$ cat src/rtl/core/cers_pkg.sv
// ----------------------------------------------------------------------------
// cers_pkg
// Constants and helpers for the color escape run splitter.
// ----------------------------------------------------------------------------
`timescale 1ns / 1ps

package cers_pkg;

	// Characters that drive the escape parser.
	localparam logic [7:0] CH_PIPE    = 8'h7C;
	localparam logic [7:0] CH_LOWER_C = 8'h63;
	localparam logic [7:0] CH_UPPER_C = 8'h43;
	localparam logic [7:0] CH_LOWER_R = 8'h72;
	localparam logic [7:0] CH_UPPER_R = 8'h52;

	// Escape phases: idle, after the bar, then after the letter and k digits.
	localparam logic [3:0] PH_IDLE = 4'd0;
	localparam logic [3:0] PH_BAR  = 4'd1;
	localparam logic [3:0] PH_DIG0 = 4'd2;
	localparam logic [3:0] PH_LAST = 4'd9;

	// Most result beats that one text byte can cause.
	localparam int MAX_RESULTS = 10;
	localparam int HELD_DEPTH  = 8;

	// Hex digit decode: bit 4 is set when the byte is a hex digit.
	function automatic logic [4:0] hex_decode(input logic [7:0] b);
		logic [4:0] r;
		r = 5'd0;
		if (b >= 8'h30 && b <= 8'h39) begin
			r = {1'b1, 4'(b - 8'h30)};
		end else if (b >= 8'h61 && b <= 8'h66) begin
			r = {1'b1, 4'(b - 8'h57)};
		end else if (b >= 8'h41 && b <= 8'h46) begin
			r = {1'b1, 4'(b - 8'h37)};
		end
		return r;
	endfunction

endpackage

$ cat src/rtl/core/color_escape_run_splitter_core.sv
// ----------------------------------------------------------------------------
// color_escape_run_splitter_core
// Strips color escapes from a byte stream and tags each text byte with its
// color, a default flag and a run start flag.
// ----------------------------------------------------------------------------
// Channel   Direction  Handshake             Payload
// in        input      in_valid / in_ready   text_byte, end_of_text
// cfg       input      cfg_valid / cfg_ready cfg_data (default color)
// out       output     out_valid / out_ready out_byte, byte_valid, color_rgba,
//                                            from_default, starts_run,
//                                            last_result
//
// The parser updates its state in the cycle a beat is accepted and loads the
// result beats of that byte into a burst register; they reach the output
// register one per cycle while out_ready is high. A byte with one result
// sustains one beat per cycle while out_ready is high. A failed escape holds
// in_ready low while its held bytes drain. Reset restores the default color
// to all ones; there is no clearing pass. The cfg channel is always ready.
// ----------------------------------------------------------------------------
`timescale 1ns / 1ps

module color_escape_run_splitter_core
	import cers_pkg::*;
(
	input  logic        clk,
	input  logic        arst_n,
	input  logic        in_valid,
	output logic        in_ready,
	input  logic [7:0]  text_byte,
	input  logic        end_of_text,
	input  logic        cfg_valid,
	output logic        cfg_ready,
	input  logic [31:0] cfg_data,
	output logic        out_valid,
	input  logic        out_ready,
	output logic [7:0]  out_byte,
	output logic        byte_valid,
	output logic [31:0] color_rgba,
	output logic        from_default,
	output logic        starts_run,
	output logic        last_result
);

	localparam int CW = $clog2(MAX_RESULTS + 1);

	// Parser state.
	logic [3:0]  phase_q;
	logic [31:0] acc_q;
	logic [31:0] default_q;
	logic [31:0] color_q;
	logic        inh_q;
	logic        pend_q;
	logic [7:0]  held_q [HELD_DEPTH];

	// Burst register with the pending result beats of one byte.
	logic [7:0]    bytes_s1 [MAX_RESULTS];
	logic [CW-1:0] cnt_s1;
	logic          valid_s1;
	logic          first_s1;
	logic          last_s1;
	logic [31:0]   color_s1;
	logic          inh_s1;

	// Output register.
	logic        out_valid_q;
	logic [7:0]  out_byte_q;
	logic        byte_valid_q;
	logic [31:0] color_out_q;
	logic        from_default_q;
	logic        starts_run_q;
	logic        last_result_q;

	// Parser decode.
	logic        is_pipe, is_c, is_r, hex_ok, fail, success, held_wr, eb, bare, load;
	logic [3:0]  hex_d;
	logic [4:0]  hex_r;
	logic [3:0]  nphase, m;
	logic [31:0] nacc, ncolor, argb;
	logic        ninh;
	logic [CW-1:0] cnt;
	logic [7:0]  pre [MAX_RESULTS];
	logic [7:0]  build [MAX_RESULTS];
	logic        accept, move;

	assign accept = in_valid & in_ready;
	assign move   = (cnt_s1 != '0) & (~out_valid_q | out_ready);
	assign in_ready  = (cnt_s1 == '0) | (move & (cnt_s1 == CW'(1)));
	assign cfg_ready = 1'b1;

	// Next parser state and the shape of this byte's result list.
	always_comb begin
		hex_r   = hex_decode(text_byte);
		hex_ok  = hex_r[4];
		hex_d   = hex_r[3:0];
		is_pipe = (text_byte == CH_PIPE);
		is_c    = (text_byte == CH_LOWER_C) | (text_byte == CH_UPPER_C);
		is_r    = (text_byte == CH_LOWER_R) | (text_byte == CH_UPPER_R);
		argb    = {acc_q[27:0], hex_d};
		nphase  = phase_q;
		nacc    = acc_q;
		ncolor  = color_q;
		ninh    = inh_q;
		success = 1'b0;
		fail    = 1'b0;
		held_wr = 1'b0;
		if (phase_q == PH_IDLE) begin
			nphase = is_pipe ? PH_BAR : PH_IDLE;
		end else if (phase_q == PH_BAR) begin
			if (is_c) begin
				nphase  = PH_DIG0;
				held_wr = 1'b1;
				nacc    = 32'd0;
			end else if (is_r) begin
				ncolor  = default_q;
				ninh    = 1'b1;
				success = 1'b1;
				nphase  = PH_IDLE;
			end else begin
				fail = 1'b1;
			end
		end else if (!hex_ok) begin
			fail = 1'b1;
		end else if (phase_q >= PH_LAST) begin
			ncolor  = {argb[23:0], argb[31:24]};
			ninh    = 1'b0;
			success = 1'b1;
			nacc    = 32'd0;
			nphase  = PH_IDLE;
		end else begin
			held_wr = 1'b1;
			nacc    = argb;
			nphase  = phase_q + 4'd1;
		end

		// Held bytes come first, then the current byte if it is emitted.
		if (fail) begin
			nphase = is_pipe ? PH_BAR : PH_IDLE;
			m      = phase_q;
			eb     = ~is_pipe | end_of_text;
		end else if (end_of_text && nphase != PH_IDLE) begin
			m  = nphase - 4'd1;
			eb = 1'b1;
		end else if (phase_q == PH_IDLE && !is_pipe) begin
			m  = 4'd0;
			eb = 1'b1;
		end else begin
			m  = 4'd0;
			eb = 1'b0;
		end
		cnt  = CW'(m) + CW'(eb);
		bare = end_of_text & (cnt == '0);
		load = accept & ((cnt != '0) | bare);
	end

	// Lay out the result bytes: bar, held letter and digits, current byte.
	always_comb begin
		pre[0] = CH_PIPE;
		for (int i = 0; i < HELD_DEPTH; i++) begin
			pre[i + 1] = held_q[i];
		end
		pre[MAX_RESULTS - 1] = 8'h00;
		for (int i = 0; i < MAX_RESULTS; i++) begin
			if (4'(i) < m) begin
				build[i] = pre[i];
			end else if (4'(i) == m && eb) begin
				build[i] = text_byte;
			end else begin
				build[i] = 8'h00;
			end
		end
	end

	// Parser state registers and the default color register.
	always_ff @(posedge clk or negedge arst_n) begin
		if (!arst_n) begin
			phase_q   <= PH_IDLE;
			acc_q     <= 32'd0;
			default_q <= 32'hFFFF_FFFF;
			color_q   <= 32'hFFFF_FFFF;
			inh_q     <= 1'b1;
			pend_q    <= 1'b1;
		end else begin
			if (cfg_valid && cfg_ready) begin
				default_q <= cfg_data;
				if (inh_q && !accept) begin
					color_q <= cfg_data;
				end
			end
			if (accept) begin
				if (end_of_text) begin
					phase_q <= PH_IDLE;
					acc_q   <= 32'd0;
					color_q <= default_q;
					inh_q   <= 1'b1;
					pend_q  <= 1'b1;
				end else begin
					phase_q <= nphase;
					acc_q   <= nacc;
					color_q <= ncolor;
					inh_q   <= ninh;
					if (success) begin
						pend_q <= 1'b1;
					end else if (cnt != '0) begin
						pend_q <= 1'b0;
					end
				end
			end
		end
	end

	// Held escape letter and digits; entries are read only after being written.
	always_ff @(posedge clk) begin
		if (accept && held_wr) begin
			held_q[3'(phase_q - 4'd1)] <= text_byte;
		end
	end

	// Burst register: load a new byte's results or shift one out per beat.
	always_ff @(posedge clk or negedge arst_n) begin
		if (!arst_n) begin
			cnt_s1 <= '0;
		end else if (load) begin
			cnt_s1 <= bare ? CW'(1) : cnt;
		end else if (move) begin
			cnt_s1 <= cnt_s1 - CW'(1);
		end
	end

	always_ff @(posedge clk) begin
		if (load) begin
			bytes_s1 <= build;
			valid_s1 <= ~bare;
			first_s1 <= pend_q & ~bare;
			last_s1  <= end_of_text;
			color_s1 <= ncolor;
			inh_s1   <= ninh;
		end else if (move) begin
			for (int i = 0; i < MAX_RESULTS - 1; i++) begin
				bytes_s1[i] <= bytes_s1[i + 1];
			end
			bytes_s1[MAX_RESULTS - 1] <= 8'h00;
			first_s1 <= 1'b0;
		end
	end

	// Output register holds one result beat until it is taken.
	always_ff @(posedge clk or negedge arst_n) begin
		if (!arst_n) begin
			out_valid_q <= 1'b0;
		end else if (move) begin
			out_valid_q <= 1'b1;
		end else if (out_ready) begin
			out_valid_q <= 1'b0;
		end
	end

	always_ff @(posedge clk) begin
		if (move) begin
			out_byte_q     <= bytes_s1[0];
			byte_valid_q   <= valid_s1;
			color_out_q    <= color_s1;
			from_default_q <= inh_s1;
			starts_run_q   <= first_s1;
			last_result_q  <= last_s1 & (cnt_s1 == CW'(1));
		end
	end

	assign out_valid    = out_valid_q;
	assign out_byte     = out_byte_q;
	assign byte_valid   = byte_valid_q;
	assign color_rgba   = color_out_q;
	assign from_default = from_default_q;
	assign starts_run   = starts_run_q;
	assign last_result  = last_result_q;

endmodule

$ cat config.mk
export PLATFORM = sky130hd
export DESIGN_NAME = color_escape_run_splitter_core
export DESIGN_NICKNAME = d
export VERILOG_FILES = /design/src/rtl/core/cers_pkg.sv /design/src/rtl/core/color_escape_run_splitter_core.sv
export SDC_FILE = /design/constraint.sdc
export NUM_CORES = 1
export LEC_CHECK = 0
export ABC_AREA = 1
export BUFFER_PORTS_ARGS = -buffer_cell sky130_fd_sc_hd__buf_2
export CAP_MARGIN = 10
export CORE_MARGIN = 2
export CORE_UTILIZATION = 60
export DETAILED_ROUTE_END_ITERATION = 10
export MAX_ROUTING_LAYER = met4
export PLACE_DENSITY_LB_ADDON = 0.1
export SYNTH_ARGS = -nofsm -noshare
export SYNTH_HDL_FRONTEND = slang
export SYNTH_SLANG_ARGS = --single-unit
$ cat constraint.sdc
create_clock -name clk -period 6.9 [get_ports clk]
set_input_delay 0.69 -clock clk [delete_from_list [all_inputs] [get_ports clk]]
set_output_delay 0.69 -clock clk [all_outputs]
set_load 0.05 [all_outputs]
==> impl_results.md, run 1 <==
* Status: complete, no violations
* CP arrival at 5800 ps
* Clock transition at path regs at 60 ps
* Data required, critical path at 7160 ps
* Final hold vios at 0
* Setup-failing EPs final at 0
* Vias in the first global route at 10800
* DRT iter0 DRCs at 1206
* Initial antenna violation count at 1
* Die width at 161 um
* Crit end category: flop
* DRT Pass-1 Iters at 7
* Initial Util at 61.0%
* Num CTS Buffers at 35
* H-tree depth at 2
* Post-Synthesis Cells at 1494
* Drc violations at 0
* Clock latency on the worst-skew pair at 510 ps
* CTS tree: yes
* RR Endpoint: bytes_s1[55]
* CTS sink cnt at 327
* Hold_buf cts at 0
* Final setup TNS at 0 ps
* Site Rows at 57
* Die area at 0.0260 mm2
* Gr usage total at 29.0%
* Via count at 11100
* Global-route wire length before repair at 57500 um
* Antenna Nets Post-Route at 0
* Register bit count reported by yosys at 327
* Worst Setup Start Kind: flop
* Power per Cell Area at 515 mW/mm2
* Max Slew Vio Count at 0
* IO Count at 93
* RSZ-0062 raised after global routing: no
* Resized cells post-CTS at 0
* Smallest hold slack at 83.8 ps
* CORE AREA at 0.0243 mm2
* Wire per inst at 18.5 um
* Largest net degree at the start of global routing at 88
* Synth area leader: edfxtp_1
* Tcrit/Tclk final at 80.3%
* Reg2Reg Depth at 26
* Fin Clk Skew at 9.27 ps
* DP HPWL at 22400 um
* Final GP Congestion at 0.944
* Nets at 1631
* Reg2reg start: phase_q[0]
* CTS max path bufs at 3
* Mapped Area at 0.0148 mm2
* Hold Path Class: in2async
* Actual slew at the worst max-slew pin at 1160 ps
* Yosys warns at 0
* Commonest non-fill, non-tap cells in the layout: 503 x nand2_1, 224 x edfxtp_1, 132 x o21ai_0
* Crit path max fanout at 33
* Final WL at 35600 um
* Mapped Nets at 1554
* Synth top area cells: edfxtp_1 45%, nand2_1 13%, dfstp_2 12%
* Area delta synth->final at 12.1%
* Reg-to-reg slack, setup at 1360 ps
* Yosys top cell area share at 45.3%
* Leak pwr at 6.86 nW
* Relative slew slack at 22.3%
* Crit Path Class: reg2reg
* Setup bufs post-CTS at 0
* Minimum clock period at 5540 ps
* Netlist cell types at 42
* Clock Tree Root: clkbuf_16
* Die height at 161 um
* Port bufs at 91
* Maxcap violations at 0
* Vias per cell at 5.76
* Layout cells sized above 1 at 17.4%
* FMAX at 0.181 GHz
* Synthesized area per cell at 9.94 um2
* Congestion Overflow GR at 0
* Sequential element share of the synthesized area at 63.2%
* Peak VDD IR at 0.322 mV
* Commonest non-fill, non-tap cell in the layout: nand2_1
[where the power goes]
part,internal [mW],switching (mW)
sequential,2.98,0.202
clock,1.04,0.730
combinational,0.898,2.72
total,4.92,3.65
[routing by layer]
layer	global-route usage [%]	wire length, um	vias to the layer above
met1	41.5	15300	5265
met2	42.6	16000	546
met5	-	0	-
li1	-	-	5207
met4	7.91	662	0
met3	6.47	3670	61
[per-stage QoR]
stage,instance area [um2],power [mW],util [%],instances,setup WS [ps]
after global placement,15600,6.70,64.0,1858,1360
after CTS,16600,8.55,68.4,1921,1430
final,16600,8.58,68.5,1922,1360
after global routing,16600,9.11,68.5,1922,872
after detailed placement,15600,6.77,64.0,1858,1180
after floorplan,14800,5.79,-,1494,848
[worst max-delay path, cell delays in order, from the launching register on]
cell	delay, ps
dfrtp_1	500
inv_1	230
ha_1	180
inv_1	60
nor3_2	590
o21ai_0	360
nand2_1	210
ha_1	240
nand3_2	110
nand2_1	80
nand2_2	90
inv_1	120
nand2_1	60
nand2_1	220
clkinv_1	290
ha_1	310
inv_1	90
nor2_2	50
nand2_1	70
nand2_1	60
nor2_2	150
nand3_2	130
nand2_4	100
clkinv_2	370
buf_4	420
nand2_1	130
nand2_1	60
[sequential cells by signal, indices dropped and copies added, names as in the netlist]
signal	cells
out_byte	8
default_q	32
byte_valid	1
from_default	1
inh_q	1
acc_q	28
starts_run	1
bytes_s1	80
out_valid	1
valid_s1	1
last_s1	1
held_q	64
color_q	32
color_s1	32
inh_s1	1
pend_q	1
last_result	1
first_s1	1
cnt_s1	4
color_rgba	32
phase_q	4
[synthesized netlist by cell type, drive strengths merged]
master	count
a21oi	36
a22oi	3
a31oi	1
a32oi	32
buf	25
clkbuf	42
clkinv	2
conb	1
dfrtp	37
dfstp	66
edfxtp	224
ha	14
inv	141
mux2	4
nand2	514
nand3	88
nand4	8
nor2	55
nor3	14
o21ai	143
o21bai	1
o22ai	32
o31ai	2
o32ai	1
o41ai	1
or2	1
xnor2	1
xor2	5
[cell type report]
class	count	area, um2
Antenna cell	1	2.50
Clock buffer	57	1050
Clock inverter	6	32.5
Fill cell	1834	7670
Inverter	143	538
Multi-Input combinational cell	957	4640
Sequential cell	327	9390
Tap cell	324	405
Timing Repair Buffer	107	591
[logic make-up (layout without fill, tap and decap cells)]
logic type                 Yosys count  count (layout)  share of synthesized area, %
and+or+nand+nor                    680             680                          19.2
DFF                                327             327                          63.2
AOI/OAI and AO/OA                  252             252                          9.89
buffers and inverters              210             313                          5.73
adders and majority gates           14              14                          1.18
xor gates and xnor gates             6               6                         0.405
muxes                                4               4                         0.303
other                                1               2                        0.0253
[how the worst max path moves through the flow]
stage / from / to / slack [ps] / cells after the start
after detailed placement: text_byte[1] / bytes_s1[55] / 1180 / 32
after global routing: phase_q[0] / cnt_s1[2] / 870 / 26
after CTS: phase_q[0] / bytes_s1[55] / 1430 / 26
after floorplan: text_byte[1] / bytes_s1[0] / 850 / 33
after global placement: text_byte[1] / bytes_s1[40] / 1360 / 32
final: phase_q[0] / bytes_s1[55] / 1360 / 26
Note: power is estimated with default switching activity, not from simulation.
==> inputs of run 2 (changes only) <==
- ABC_AREA: 1 -> 0
- CORE_UTILIZATION: 60 -> 55
- clock period: 6.9 -> 5.07 ns (I/O delays scaled with it)
==> run 2 against run 1 <==
Compared with the run above:
- global-route usage is 4.4 points lower
- sequential cell count is the same
- critical path depth decreased by 11
- combinational power shrank 4%
- cell area rose by 5.9%
- total power up 19%
- utilization down 4.7 points
- largest cell class unchanged
- highest routed layer unchanged
==> impl_results.md, run 2 <==
* Layout cells sized above 1 at 30.3%
* RSZ-0062 raised after global routing: no
* Fin util at 63.8%
* CTS max path bufs at 3
* Top FF cell, synth: edfxtp_1
* CORE AREA at 0.0276 mm2
* Clock Power Share at 25.7%
* CTS tree: yes
* Data required, critical path at 5330 ps
* Clock transition at path regs at 60 ps
* Clock Tree Root: clkbuf_16
* Largest stage delay, worst path at 450 ps
* Resized cells post-CTS at 0
* Final GP Congestion at 0.949
* DP HPWL at 22100 um
* Sequential element share of the synthesized area at 61.3%
* Grt peak-use layer: met2
* Port bufs at 91
* Wire per inst at 20.4 um
* Top-count cell post-synth: edfxtp_1
* Netlist cell types at 79
* Top Registers: bytes_s1 x80, held_q x64
* Int Pwr at 6.87 mW
* Worst Setup Start Kind: flop
* CP arrival at 4890 ps
* Post-Synthesis Cells at 1190
* Final hold vios at 0
* Hold Path Class: in2async
* Sw Share at 32.6%
* Congestion Overflow GR at 0
* Tcrit/Tclk final at 91.3%
* Max FFs per register at 80
* Maxcap violations at 0
* Crit path buffers/inverters at 3
* Sw Pwr at 3.33 mW
* Power per Cell Area at 578 mW/mm2
* Mapped Area at 0.0153 mm2
* Leak pwr at 6.68 nW
* Setup-failing EPs final at 0
* Die width at 171 um
* H-tree depth at 2
* Delay-heaviest family, CP: simple AND/OR/NAND/NOR gates
* IO Count at 93
* Synthesized area per cell at 12.9 um2
* Setup bufs post-CTS at 0
* Vias in the first global route at 9496
* Die area at 0.0292 mm2
* Final WL at 34500 um
* Fin Clk Skew at 17.1 ps
* Number of diodes at 0
* Initial Util at 55.4%
* Biggest register: bytes_s1
* Drc violations at 0
* Fillcell total at 2145
* Num CTS Buffers at 36
* Die height at 171 um
* DRT Pass-1 Iters at 5
* Crit Path Class: reg2reg
* Relative slew slack at 22.1%
* Commonest non-fill, non-tap cell in the layout: edfxtp_1
* Max Slew Vio Count at 0
* Post-synthesis async set-or-reset flop share at 31.5%
* CTS sink cnt at 327
* Crit end category: flop
* Via count at 9837
* Gr usage total at 24.7%
* Nets at 1347
* Peak VDD IR at 0.270 mV
* Number of flops mapped to enable cells by yosys at 224
* Grt met3 use at 3.86%
* Synth top area cells: edfxtp_1 44%, dfstp_2 11%, mux2_4 6.5%
* Global-route wire length before repair at 54200 um
* Antenna Nets Post-Route at 0
* M2 GR Usage at 36.5%
* Flop pwr share at 40.0%
* Synth area leader: edfxtp_1
* Comb pwr share at 34.3%
* Crit-path most repeated cell: buf_4
* Actual slew at the worst max-slew pin at 1170 ps
* FMAX at 0.216 GHz
* Yosys top cell area share at 43.9%
* Largest net degree at the start of global routing at 71
* CP startpoint: phase_q[1]
* Vias per cell at 5.82
* Mapped Nets at 1250
* Grt met1 use at 36.2%
* Area delta synth->final at 15.1%
* Yosys warns at 0
* Crit path cell chain: inv_1 -> ha_1 -> nor3b_2 -> nor2_1 -> and3_1 -> a32oi_4 -> a311o_1 -> nand2_1 -> ha_4 -> or3_1 -> o31ai_4 -> buf_4 -> nor3_1 -> buf_4 -> and2_1
* Setup WS pre-CTS at 284 ps
* Final setup TNS at 0 ps
* Initial antenna violation count at 0
* Clock latency on the worst-skew pair at 520 ps
* Site Rows at 61
* Hold_buf cts at 0
* Status: complete, no violations
* Commonest non-fill, non-tap cells in the layout: 224 x edfxtp_1, 169 x nand2_1, 90 x buf_2
* Final WS setup at 441 ps
* Crit path max fanout at 9
* Slowest-stage cell, CP: a32oi_4
* Synth top cells by count: 224 x edfxtp_1, 170 x nand2_1, 66 x dfstp_2, 66 x mux2_4, 66 x o21ai_0
* Minimum clock period at 4630 ps
* DRT iter0 DRCs at 812
* Register bit count reported by yosys at 327
* Reg2reg start: phase_q[1]
[run 2: cell count changes after synthesis, moves of 31 or more]
cell,previous run,this run
nand2_1,504,170
inv_1,129,26
nand3_1,83,8
mux2_4,0,66
o21ai_0,132,66
a22o_1,0,49
a32oi_1,32,0
mux2_2,4,35
nand2b_1,0,31
o211ai_1,0,31
[run 2: layer usage]
metal,share of wire [%],up-vias
met5,0,-
met4,1.7,0
met3,4.7,52
met2,45,273
met1,48,4863
li1,-,4649
[run 2: final timing paths]
kind | to | slack (ps) | cells after the start
max | bytes_s1[5] | 440 | 15
min | acc_q[7] | 150 | 1
max reg2reg | bytes_s1[5] | 440 | 15
min reg2reg | color_rgba[19] | 410 | 0
max in group asynchronous | color_q[28] | 3900 | 2
min in group clk | color_q[25] | 220 | 3
[run 2: cell families after synthesis]
| kind of cell | after synthesis | share of synthesized area (%) |
|---|---|---|
| DFF | 327 | 61.3 |
| and+or+nand+nor | 325 | 9.90 |
| AOI/OAI and AO/OA | 282 | 13.5 |
| muxes | 120 | 10.3 |
| buffers and inverters | 111 | 3.24 |
| adders and majority gates | 14 | 1.14 |
| xor gates and xnor gates | 10 | 0.572 |
| other | 1 | 0.0245 |
[run 2: area by class of cell]
| type | instances | area (um2) | share of cell area (%) |
|---|---|---|---|
| multi-input cells | 752 | 5580 | 31.7 |
| well taps | 378 | 473 | 2.68 |
| clock buffers | 54 | 1040 | 5.90 |
| repair buffers | 142 | 891 | 5.05 |
| inverters | 28 | 108 | 0.610 |
| flip-flops and latches | 327 | 9390 | 53.3 |
| clock inverters | 10 | 149 | 0.845 |
[run 2: power by group through the flow]
| stage | Sequential (mW) | Clock, mW | Combinational, mW |
|---|---|---|---|
| 5_1_grt | 4.15 | 2.78 | 3.77 |
| 6_report | 4.08 | 2.62 | 3.49 |
| 4_1_cts | 4.08 | 2.68 | 3.50 |
| 2_1_floorplan | 4.37 | 0 | 2.38 |
| 3_3_place_gp | 4.11 | 0 | 3.41 |
| 3_5_place_dp | 4.13 | 0 | 3.48 |
[run 2: through the flow]
step	hold WS, ps	std cells	power, mW	area (um2)
floorplan	211	1190	6.75	15500
global placement	401	1626	7.52	16400
detailed placement	405	1626	7.61	16400
CTS	165	1690	10.3	17600
global route	210	1691	10.7	17600
finish	155	1691	10.2	17600
==> inputs of run 3 (changes only) <==
- ABC_AREA: 0 -> 1
==> run 3 against run 2 <==
Compared with the run above:
- largest power group is now combinational logic
- via count increased by 11%
- largest cell class unchanged
- critical path type unchanged
- cell area decreased by 3.8%
- non-clock buffer count decreased by 16
- highest routed layer unchanged
- worst setup slack improved by 30 ps
- clock-buffer cell count decreased by 1
- utilization decreased by 0.38 points
==> impl_results.md, run 3 (same netlist as run 1, synthesis figures left out) <==
* Nets at 1650
* Gr usage total at 26.7%
* Commonest non-fill, non-tap cell in the layout: nand2_1
* Crit Path Class: reg2reg
* Status: complete, no violations
* Final GP Congestion at 0.942
* Vias in the first global route at 10500
* Crit path max fanout at 58
* Smallest hold slack at 80.6 ps
* Crit-path most repeated cell: nand2_1
* CP startpoint: phase_q[0]
* Initial antenna violation count at 0
* Worst Setup Start Kind: flop
* Max Slew Vio Count at 0
* Setup-failing EPs final at 0
* Biggest register: bytes_s1
* Port bufs at 91
* Peak VDD IR at 0.574 mV
* Largest stage delay, worst path at 500 ps
* Metal-1 WL at 16500 um
* Met2 WL at 16300 um
* Commonest non-fill, non-tap cells in the layout: 503 x nand2_1, 224 x edfxtp_1, 132 x o21ai_0
* Leak pwr at 7.02 nW
* Relative slew slack at 23.7%
* CTS tree: yes
* CTS sink cnt at 327
* Area delta synth->final at 14.2%
* Data required, critical path at 5330 ps
* CTS max path bufs at 3
* Final setup TNS at 0 ps
* Layout cells sized above 1 at 18.9%
* Power, Total at 11.8 mW
* Top Registers: bytes_s1 x80, held_q x64
* IO Count at 93
* DP HPWL at 23200 um
* Setup bufs post-CTS at 0
* Site Rows at 60
* Global-route wire length before repair at 57300 um
* Reg2reg start: phase_q[0]
* RR Endpoint: bytes_s1[4]
* Num CTS Buffers at 35
* Actual slew at the worst max-slew pin at 1140 ps
* Antenna Nets Post-Route at 0
* Layout Cells excl Fill at 1957
* Reg2Reg Depth at 29
* Crit end category: flop
* DRT Pass-1 Iters at 6
* CP arrival at 4860 ps
* Top sig layer: met4
* Die width at 168 um
* Metal3 WL at 2400 um
* Clock latency on the worst-skew pair at 510 ps
* Largest net degree at the start of global routing at 62
* Power per Cell Area at 699 mW/mm2
* Clock transition at path regs at 60 ps
* Tcrit/Tclk final at 90.7%
* Hold_buf cts at 0
* Hold Path Class: in2async
* Vias per cell at 5.57
* Congestion Overflow GR at 0
* Reg-to-reg slack, setup at 470 ps
* FMAX at 0.217 GHz
* CORE AREA at 0.0267 mm2
* Maxcap violations at 0
* RSZ-0062 raised after global routing: no
* Number of diodes at 0
* Die height at 168 um
* Die area at 0.0283 mm2
* Max FFs per register at 80
* Fin Clk Skew at 8.86 ps
* Drc violations at 0
* Inst Count DP at 1894
* Slowest-stage cell, CP: dfrtp_1
* Final WL at 36000 um
* Minimum clock period at 4600 ps
* Via count at 10900
* Initial Util at 55.5%
* H-tree depth at 2
* Resized cells post-CTS at 0
* Final hold vios at 0
* Wire per inst at 18.4 um
* DRT iter0 DRCs at 954
* Clock Tree Root: clkbuf_16
[run 3: changes by cell type in the layout (fill, tap and decap cells not counted), sizes merged, moves of 23 or more]
cell,previous run,this run
o211ai,32,0
o22ai,2,32
a21oi,13,36
o21ai,74,143
nand2,170,514
nand3,8,88
inv,26,140
nand2b,31,0
a22o,49,0
a32oi,1,32
a31oi,32,1
mux2,101,4
a22oi,30,3
[run 3: how the worst max path moves through the flow]
stage                        endpoint  slack, ps  depth (start not counted)
after CTS                 bytes_s1[4]        530                         29
after floorplan           bytes_s1[0]         10                         32
after global placement    bytes_s1[5]        590                         25
after detailed placement  bytes_s1[4]        490                         35
after global routing      bytes_s1[6]         80                         27
final                     bytes_s1[4]        470                         29
[run 3: area by class of cell]
cell class                      count  area (um2)
Timing Repair Buffer              126         771
Inverter                          143         538
Sequential cell                   327        9390
Multi-Input combinational cell    957        4640
Tap cell                          341         427
Fill cell                        2206        9780
Clock inverter                     10        98.8
Clock buffer                       53        1090
[run 3: metal layers]
layer	vias up	track usage, %
met2	368	39.6
li1	5244	-
met5	-	-
met1	5239	38.5
met4	0	7.42
met3	58	4.35
[run 3: power by group]
| group | leakage (nW) | switching, mW | internal (mW) |
|---|---|---|---|
| Sequential | 3.32 | 0.270 | 4.06 |
| Combinational | 3.10 | 3.63 | 1.30 |
| Clock | 0.592 | 1.01 | 1.58 |
| Total | 7.02 | 4.91 | 6.93 |
[run 3: per-stage QoR]
stage                     setup WS [ps]  area, um2  utilization, %
final                               470      16900            63.4
after global routing               82.8      16900            63.4
after CTS                           528      16900            63.4
after detailed placement            492      15800            59.0
after global placement              595      15800            59.0
after floorplan                    13.0      14800               -
[run 3: worst max-delay path: cells and delay by family, from the launching register on]
kind,cells,cell delay (ps)
simple gates,16,1880
buf+inv,9,1180
fa+ha+maj,3,640
flops,1,500
compound gates,1,110
